$ cat src/sv/cba_pkg.sv
package cba_pkg;

    localparam int CNT_W = 11;
    localparam int BLK_W = 10;

    localparam logic REQ_ALLOC = 1'b0;
    localparam logic REQ_FREE  = 1'b1;

    typedef enum logic [1:0] {
        ST_OK       = 2'd0,
        ST_NO_SPACE = 2'd1,
        ST_BAD_REQ  = 2'd2
    } status_t;

    typedef enum logic [2:0] {
        S_CLEAR,
        S_IDLE,
        S_SCAN,
        S_LINK,
        S_FREE_CHK,
        S_FREE_RD,
        S_DONE
    } state_t;

    typedef struct packed {
        logic             req_type;
        logic [CNT_W-1:0] blocks_wanted;
        logic [BLK_W-1:0] start_block;
    } req_t;

    typedef struct packed {
        status_t          status;
        logic [BLK_W-1:0] first_block;
        logic [CNT_W-1:0] free_blocks;
    } rsp_t;

endpackage

$ cat src/sv/cba_seq.sv
module cba_seq
    import cba_pkg::*;
#(
    parameter int MAX_BLOCKS = 1024,
    parameter int IW         = $clog2(MAX_BLOCKS)
) (
    input  logic             clk,
    input  logic             rst_n,
    input  logic             req_valid,
    output logic             req_ready,
    input  req_t             req,
    input  logic [CNT_W-1:0] block_count,
    output logic             res_valid,
    input  logic             res_ready,
    output rsp_t             res,
    output logic             wr_en,
    output logic [IW-1:0]    wr_addr,
    output logic [IW:0]      wr_data,
    output logic [IW-1:0]    rd_addr,
    input  logic [IW:0]      rd_data
);

    localparam int VW = $clog2(MAX_BLOCKS + 1);

    state_t           state_reg, state_next;
    logic [IW-1:0]    clr_i_reg, clr_i_next;
    logic [CNT_W-1:0] scan_i_reg, scan_i_next;
    logic             chk_vld_reg, chk_vld_next;
    logic [IW-1:0]    chk_addr_reg, chk_addr_next;
    logic [CNT_W-1:0] taken_reg, taken_next;
    logic [CNT_W-1:0] wanted_reg, wanted_next;
    logic [IW-1:0]    prev_reg, prev_next;
    logic             have_prev_reg, have_prev_next;
    logic [IW-1:0]    first_reg, first_next;
    logic [IW-1:0]    cur_reg, cur_next;
    logic [VW-1:0]    visits_reg, visits_next;
    logic [CNT_W-1:0] used_count_reg, used_count_next;
    status_t          status_reg, status_next;

    logic [CNT_W-1:0] free_left;
    logic             issue;
    logic             hit;
    logic             scan_done;
    logic             walk_done;
    logic [IW-1:0]    nxt;
    logic [VW-1:0]    visits_inc;

    assign free_left = (block_count > used_count_reg) ? (block_count - used_count_reg)
                                                      : '0;
    assign issue     = (scan_i_reg < block_count);
    assign hit       = chk_vld_reg && !rd_data[IW] && (taken_reg < wanted_reg);
    assign scan_done = (hit && (taken_reg + 1'b1 == wanted_reg))
                    || (!chk_vld_reg && !issue);
    assign nxt        = rd_data[IW-1:0];
    assign visits_inc = visits_reg + 1'b1;
    assign walk_done  = (nxt == cur_reg) || (32'(nxt) >= MAX_BLOCKS)
                     || (visits_inc == VW'(MAX_BLOCKS));

    assign req_ready = (state_reg == S_IDLE);
    assign res_valid = (state_reg == S_DONE);

    always_comb
    begin
        res.status      = status_reg;
        res.first_block = BLK_W'(first_reg);
        res.free_blocks = free_left;
    end

    // next state
    always_comb
    begin
        state_next = state_reg;
        case (state_reg)
            S_CLEAR:
            begin
                if (clr_i_reg == IW'(MAX_BLOCKS - 1))
                    state_next = S_IDLE;
            end
            S_IDLE:
            begin
                if (req_valid)
                begin
                    if (req.req_type == REQ_ALLOC)
                    begin
                        if (req.blocks_wanted == '0 || free_left < req.blocks_wanted)
                            state_next = S_DONE;
                        else
                            state_next = S_SCAN;
                    end
                    else if (CNT_W'(req.start_block) >= block_count)
                        state_next = S_DONE;
                    else
                        state_next = S_FREE_RD;
                end
            end
            S_SCAN:
            begin
                if (scan_done)
                    state_next = S_LINK;
            end
            S_LINK:     state_next = S_DONE;
            S_FREE_RD:  state_next = S_FREE_CHK;
            S_FREE_CHK:
            begin
                if (walk_done)
                    state_next = S_DONE;
            end
            S_DONE:
            begin
                if (res_ready)
                    state_next = S_IDLE;
            end
            default:    state_next = S_IDLE;
        endcase
    end

    // datapath and memory control
    always_comb
    begin
        clr_i_next      = clr_i_reg;
        scan_i_next     = scan_i_reg;
        chk_vld_next    = 1'b0;
        chk_addr_next   = chk_addr_reg;
        taken_next      = taken_reg;
        wanted_next     = wanted_reg;
        prev_next       = prev_reg;
        have_prev_next  = have_prev_reg;
        first_next      = first_reg;
        cur_next        = cur_reg;
        visits_next     = visits_reg;
        used_count_next = used_count_reg;
        status_next     = status_reg;
        wr_en           = 1'b0;
        wr_addr         = prev_reg;
        wr_data         = {1'b1, chk_addr_reg};
        rd_addr         = cur_reg;
        case (state_reg)
            S_CLEAR:
            begin
                wr_en      = 1'b1;
                wr_addr    = clr_i_reg;
                wr_data    = {1'b0, clr_i_reg};
                clr_i_next = clr_i_reg + 1'b1;
            end
            S_IDLE:
            begin
                if (req_valid)
                begin
                    first_next     = '0;
                    status_next    = ST_OK;
                    wanted_next    = req.blocks_wanted;
                    scan_i_next    = '0;
                    taken_next     = '0;
                    have_prev_next = 1'b0;
                    cur_next       = IW'(req.start_block);
                    visits_next    = '0;
                    if (req.req_type == REQ_ALLOC)
                    begin
                        if (req.blocks_wanted == '0)
                            status_next = ST_BAD_REQ;
                        else if (free_left < req.blocks_wanted)
                            status_next = ST_NO_SPACE;
                    end
                    else if (CNT_W'(req.start_block) >= block_count)
                        status_next = ST_BAD_REQ;
                end
            end
            S_SCAN:
            begin
                // reads run one address ahead of the check
                rd_addr       = IW'(scan_i_reg);
                chk_vld_next  = issue && !scan_done;
                chk_addr_next = IW'(scan_i_reg);
                scan_i_next   = scan_i_reg + CNT_W'(issue);
                if (hit)
                begin
                    // link the previous block to this one
                    if (have_prev_reg)
                        wr_en = 1'b1;
                    else
                        first_next = chk_addr_reg;
                    prev_next      = chk_addr_reg;
                    have_prev_next = 1'b1;
                    taken_next     = taken_reg + 1'b1;
                end
            end
            S_LINK:
            begin
                wr_en           = have_prev_reg;
                wr_data         = {1'b1, prev_reg};
                used_count_next = used_count_reg + taken_reg;
            end
            S_FREE_RD:
            begin
                rd_addr = cur_reg;
            end
            S_FREE_CHK:
            begin
                rd_addr = nxt;
                wr_addr = cur_reg;
                wr_data = {1'b0, nxt};
                if (rd_data[IW])
                begin
                    wr_en = 1'b1;
                    if (used_count_reg != '0)
                        used_count_next = used_count_reg - 1'b1;
                end
                cur_next    = nxt;
                visits_next = visits_inc;
            end
            S_DONE:
            begin
            end
            default:
            begin
            end
        endcase
    end

    always_ff @(posedge clk or negedge rst_n)
    begin
        if (!rst_n)
        begin
            state_reg      <= S_CLEAR;
            clr_i_reg      <= '0;
            chk_vld_reg    <= 1'b0;
            used_count_reg <= '0;
        end
        else
        begin
            state_reg      <= state_next;
            clr_i_reg      <= clr_i_next;
            chk_vld_reg    <= chk_vld_next;
            used_count_reg <= used_count_next;
        end
    end

    always_ff @(posedge clk)
    begin
        scan_i_reg    <= scan_i_next;
        chk_addr_reg  <= chk_addr_next;
        taken_reg     <= taken_next;
        wanted_reg    <= wanted_next;
        prev_reg      <= prev_next;
        have_prev_reg <= have_prev_next;
        first_reg     <= first_next;
        cur_reg       <= cur_next;
        visits_reg    <= visits_next;
        status_reg    <= status_next;
    end

endmodule

$ cat config.mk
export PLATFORM = sky130hd
export DESIGN_NAME = cba_seq
export DESIGN_NICKNAME = d
export VERILOG_FILES = /design/src/sv/cba_pkg.sv /design/src/sv/cba_seq.sv
export SDC_FILE = /design/constraint.sdc
export NUM_CORES = 1
export LEC_CHECK = 0
export ABC_AREA = 1
export ABC_CLOCK_PERIOD_IN_PS = 3800
export BUFFER_PORTS_ARGS = -buffer_cell sky130_fd_sc_hd__buf_2
export CAP_MARGIN = 20
export CORE_MARGIN = 5
export CORE_UTILIZATION = 45
export DETAILED_ROUTE_END_ITERATION = 10
export GPL_TIMING_DRIVEN = 0
export PLACE_DENSITY = 0.64
export SYNTH_ARGS = -nofsm -noshare
export SYNTH_HDL_FRONTEND = slang
export SYNTH_SLANG_ARGS = --single-unit
export TNS_END_PERCENT = 20
$ cat constraint.sdc
create_clock -name clk -period 3.8 [get_ports clk]
set_input_delay 0.38 -clock clk [delete_from_list [all_inputs] [get_ports clk]]
set_output_delay 0.38 -clock clk [all_outputs]
set_load 0.01 [all_outputs]
After elaboration in Yosys (flattened, before gate mapping)
Cells that the tools add are included.
{"block": "word_totals", "word_cells": 110, "out_inout_bits": 57, "regBits": 112, "inputBits": 48}
{"block": "classes", "n_eq_ne": 19, "n_reduce_logical": 26, "n_lt_le_gt_ge": 5, "add_sub_neg": 7, "muxes": 39}
{"cell": "case mux 11 bit (2 select lines)", "n": 4}
{"cell": "case mux 10 bit (2 select lines)", "n": 4}
{"cell": "two-way mux 11 bit", "n": 5}
{"cell": "two-way mux 10 bit", "n": 4}
{"cell": "< comparator 11 bit", "n": 3}
{"cell": "case mux 11 bit (3 select lines)", "n": 1}
{"cell": "adder 11 x 1 -> 11 bit, second input constant", "n": 2}
{"cell": "two-way mux 3 bit", "n": 7}
{"cell": "case mux 3 bit (7 select lines)", "n": 1}
{"cell": "inequality test 2 bit, second input constant", "n": 8}
{"cell": "adder 11 x 1 -> 11 bit", "n": 1}
{"cell": "adder 11 bit", "n": 1}
{"cell": "== test 11 bit", "n": 1}
{"cell": "== test 11 bit, second input constant", "n": 1}
{"cell": "greater-or-equal comparator 10 x 11 -> 1 bit", "n": 1}
{"cell": "greater-than comparator 11 bit", "n": 1}
{"cell": "zero test 11 bit", "n": 1}
{"cell": "nonzero test 11 bit", "n": 1}
{"cell": "subtractor 11 x 1 -> 11 bit, second input constant", "n": 1}
{"cell": "subtractor 11 bit", "n": 1}
{"cell": "adder 10 x 1 -> 10 bit, second input constant", "n": 1}
{"cell": "== test 10 bit", "n": 1}
{"cell": "== test 10 bit, second input constant", "n": 1}
{"cell": "== test 3 bit, second input constant", "n": 3}
{"cell": "16 further kinds", "n": 41}

Longest topological paths before layout
{"block": "logic_depth", "ltp_word": 8, "depth_mapped": 23, "depth_no_buf": 23}

Least setup slack after synthesis
Ideal clock, no wire load.
{"block": "synth_timing", "kind": "input port to flip-flop", "start": "input port block_count[0]", "end": "register state_reg[2]", "setup_time_ns": 0.066, "t_arrival_ns": 2.856, "t_required_ns": 3.734, "slack_ns": 0.878, "stages": 23, "n_path_buf": 0, "path_cell_list": "inv_1 > ha_1 > inv_1 > fa_1 > inv_1 > o21ai_0 > nand4_1 > nand3_1 > nand2_1 > nand2_1 > a21o_1 > xnor2_1 > nor2_1 > ha_1 > a21oi_1 > o21ai_0 > a21oi_1 > nand2_1 > nand2_1 > nand2_1 > nand2_1 > nand2_1 > nand2_1"}
{"item": "from (decl)", "line": "cba_seq.sv:12", "source": "input logic [CNT_W-1:0] block_count,"}
{"item": "to (signal assigned)", "line": "cba_seq.sv:231", "source": "state_reg <= state_next;"}
{"item": "to (decl)", "line": "cba_seq.sv:25", "source": "state_t state_reg, state_next;"}

Worst setup path after layout
{"block": "layout_timing", "start": "register used_count_reg[0]", "end": "register state_reg[2]"}
{"block": "layout_via", "elab_chain_len": 8, "elab_cells_between_ends": 9, "classes_between": "add/sub (1); order compare (2); mux (5); reduce/logical (1)"}
{"item": "from (decl)", "line": "cba_seq.sv:37", "source": "logic [CNT_W-1:0] used_count_reg, used_count_next;"}
{"item": "from (signal assigned)", "line": "cba_seq.sv:234", "source": "used_count_reg <= used_count_next;"}
{"item": "subtractor 11 bit / greater-than comparator 11 bit (equally long branches)", "line": "cba_seq.sv:48", "source": "assign free_left = (block_count > used_count_reg) ? (block_count - used_count_reg)"}
{"item": "two-way mux 11 bit (*)", "line": "cba_seq.sv:48"}
{"item": "< comparator 11 bit (*)", "line": "cba_seq.sv:85", "source": "if (req.blocks_wanted == '0 || free_left < req.blocks_wanted)"}
{"item": "logical OR 1 bit (*)", "line": "cba_seq.sv:85"}
{"item": "two-way mux 3 bit (*)", "line": "cba_seq.sv:85"}
{"item": "two-way mux 3 bit (*)", "line": "cba_seq.sv:83", "source": "if (req.req_type == REQ_ALLOC)"}
{"item": "two-way mux 3 bit (*)", "line": "cba_seq.sv:81", "source": "if (req_valid)"}
{"item": "case mux 3 bit (7 select lines) (*)", "line": "cba_seq.sv:73", "source": "case (state_reg)"}
Every way passes the cells marked *; elsewhere a longest branch is shown, timed or not. The select of a mux whose other input is x is not followed.
A chain may end at the register's enable or synchronous reset.

==> metrics.cfg <==
[clock_network]
ctsResizeCount = 0
clk_latency_ns = 0.37
cts_sinks = 112
ctsHoldBuffers = 0
cts_max_path_buffers = 2
clkTransAtPathRegs_ns = 0.08
htree_levels = 3
cts_tree = built
cts_inserted_buffers = 9
cts_root_buffer = clkbuf_16

[pwr]
p_switching_mw = 3.74
clockPowerShare_pct = 13.7
comb_power_share_pct = 57.1
swShare_pct = 48.5
peakVddDrop_mv = 0.445
internal_power_mw = 3.98
p_leak_nw = 4.40
seqPwrFrac_pct = 29.2
total_power_mw = 7.72
powerDensity_nw_per_um2 = 844

[grt]
grt_pass1_wl_um = 36800
grt_max_degree = 26
grt_pass1_vias = 6895
antenna_found_initial = 0
grtUsageTotal_pct = 23.2
overflow = 0

[timing]
hold_viol = 0
worst_slack_ns = 0.372
fin_crit_ns = 3.43
fin_skew_ns = 0.0110
slew_violations = 0
max_freq_mhz = 292
worstMarginPinSlew_ns = 0.903
whs_ns = 0.0483
period_share_pct = 90.2
rsz0062_at_grt = no
setup_viol = 0
fin_setup_tns_ns = 0
slew-limit-headroom_pct = 39.7

[floorplanning]
rows = 48
start_util_pct = 45.9
coreArea_um2 = 17300
die_x_um = 143
fp.dieArea_um2 = 20400
die_y_um = 143
io_pins = 105

[synth]
synth_ff_type = edfxtp_1
syn_avg_cell_area_um2 = 8.04
synthAdderAreaFrac_pct = 11.2
synth_cell_types = 45
synth_area_um2 = 7950
synth_mux_area_share_pct = 0
synth_compound_area_share_pct = 11.1
synth_cells = 989
ys_async_sr_fraction_pct = 22.3
ys_seq_area_share_pct = 40.7
synth_top_family_by_area = simple AND/OR/NAND/NOR gates
synth_warnings = 0
synth_xor_area_share_pct = 3.31
synth-simple-area-share_pct = 24.9
syn_nets = 1107
synth-edff-count = 87
synth-seq-cells = 112

[placement]
gp_congestion = 0.944
io_buffers = 104
place_hpwl_um = 18700
place_ws_ns = 0.224

[job]
maxCapViolCount = 0

[final_layout]
multi_input_area_um2 = 4030
n_fill_cell = 1709
finish.utilization_pct = 52.9
final_nets = 1224
register_area_um2 = 3240
num_antenna_cells = 0
drive_gt1_share_pct = 14.5
area_growth_pct = 15.1

[detailed_routing]
firstDrtPassIters = 8
antenna_left = 0
remaining_drc_errors = 0
wire_per_inst_um = 17.5
via_count = 7131
routed_wl_um = 23300
drtIter0Drc = 543
avgViaCountPerCell = 5.34

[setup_path]
reg2reg_depth = 22
cp_max_fo = 4
worstSetupPathType = reg -> reg
end_kind = flip-flop
worstPathRequired_ns = 4.06
arrival_ns = 3.69
cp-start-kind = flip-flop

[status]
outcome = finished, final reports clean

[min_path]
holdCritPathClass = in -> async

[power groups by stage]
| stage | sequential [mW] | clock (mW) | combinational (mW) |
|---|---|---|---|
| after floorplan | 2.17 | 0 | 3.00 |
| after global placement | 2.28 | 0 | 4.29 |
| after detailed placement | 2.27 | 0 | 4.37 |
| after CTS | 2.25 | 1.08 | 4.40 |
| after global routing | 2.30 | 1.13 | 4.94 |
| final | 2.25 | 1.06 | 4.41 |
[layer usage]
metal | wire [um] | global-route usage, % | up-vias
met5 | 0 | 0 | -
met4 | 588 | 6.95 | 0
met3 | 1550 | 4.12 | 32
met2 | 10800 | 38.4 | 268
met1 | 10400 | 31.2 | 3288
li1 | - | - | 3543
[cell usage after synthesis (3+ instances only)]
cell	n	area, um^2
inv_2	6	22.5
dfrtp_1	25	626
clkbuf_1	4	15.0
o211ai_1	6	45.0
nor3_1	16	80.1
o2111ai_1	10	87.6
a21oi_1	49	245
or2_2	3	18.8
inv_1	162	608
a211oi_1	5	37.5
ha_1	68	851
nor2_1	111	417
nand2_1	225	845
o221ai_1	17	149
nand3b_1	3	22.5
nor2_2	3	18.8
nand4_1	13	81.3
buf_2	5	25.0
nor2_4	5	56.3
o22ai_1	3	18.8
o21ai_0	33	165
xor2_1	18	158
o21ai_1	5	25.0
xnor2_1	12	105
nor3b_1	3	22.5
nand3_2	4	40.0
edfxtp_1	87	2610
buf_1	3	11.3
nand3_1	62	310
nor4_1	4	25.0
[layout make-up]
class	count	area share, %
clock inverters	5	0.725
repair buffers	107	6.24
multi-input cells	696	44.0
plain buffers	12	0.643
well taps	225	3.08
inverters	168	6.89
flip-flops and latches	112	35.4
clock buffers	11	3.01
[through the flow]
| stage | std cells | instance area [um^2] |
|---|---|---|
| 6_report | 1336 | 9150 |
| 5_1_grt | 1336 | 9150 |
| 4_1_cts | 1336 | 9140 |
| 3_5_place_dp | 1320 | 8800 |
| 3_3_place_gp | 1318 | 8750 |
| 2_1_floorplan | 989 | 7950 |
[cell usage in the layout, fill, tap and decap left out, drive strengths merged, types with 4 or more instances in the layout]
master	instances
xnor2	12
nor4	4
o211ai	6
inv	169
o221ai	17
clkbuf	15
nor2	119
o21ai	39
a211oi	5
nand3	66
nor3	17
nand2	226
dfrtp	25
buf	115
clkinv	4
nand4	14
edfxtp	87
ha	68
xor2	18
a21oi	50
o2111ai	10
[final timing paths]
check / from / to / slack (ns)
worst max-delay path: used_count_reg[0] / state_reg[2] / 0.37
worst min-delay path: rst_n / used_count_reg[8] / 0.05
worst max register to register: used_count_reg[0] / state_reg[2] / 0.37
worst min register to register: clr_i_reg[9] / clr_i_reg[9] / 0.50
max in group asynchronous: rst_n / chk_vld_reg / 3.31
min in group clk: req[20] / wanted_reg[10] / 0.22
[kinds of logic after synthesis]
| kind of cell | count (synthesis) |
|---|---|
| simple gates | 455 |
| buf+inv | 181 |
| compound gates | 141 |
| flops | 112 |
| fa+ha+maj | 70 |
| xor+xnor | 30 |
[timing repair]
item / CTS / global route
endpoints found under the hold margin: 0 / 0
setup endpoints to repair: 0 / 1
setup buffers: 0 / 0
[worst max-delay path, cell delays in order (launching register included)]
cell and delay [ns]:
dfrtp_1 0.43, ha_1 0.20, inv_1 0.09, fa_1 0.21, inv_1 0.04, o21ai_0 0.42
nand4_1 0.16, nand3_1 0.13, nand2_1 0.07, nand2_1 0.07, a21o_1 0.11, xnor2_1 0.13
nor2_1 0.10, ha_1 0.37, nand4_1 0.14, nor3_1 0.15, nand2_1 0.07, nand2_1 0.14
nand2_1 0.08, nand2_1 0.06, nand2_1 0.05, nand2_1 0.06, nand2_1 0.04
(Power assumes the default switching activity.)
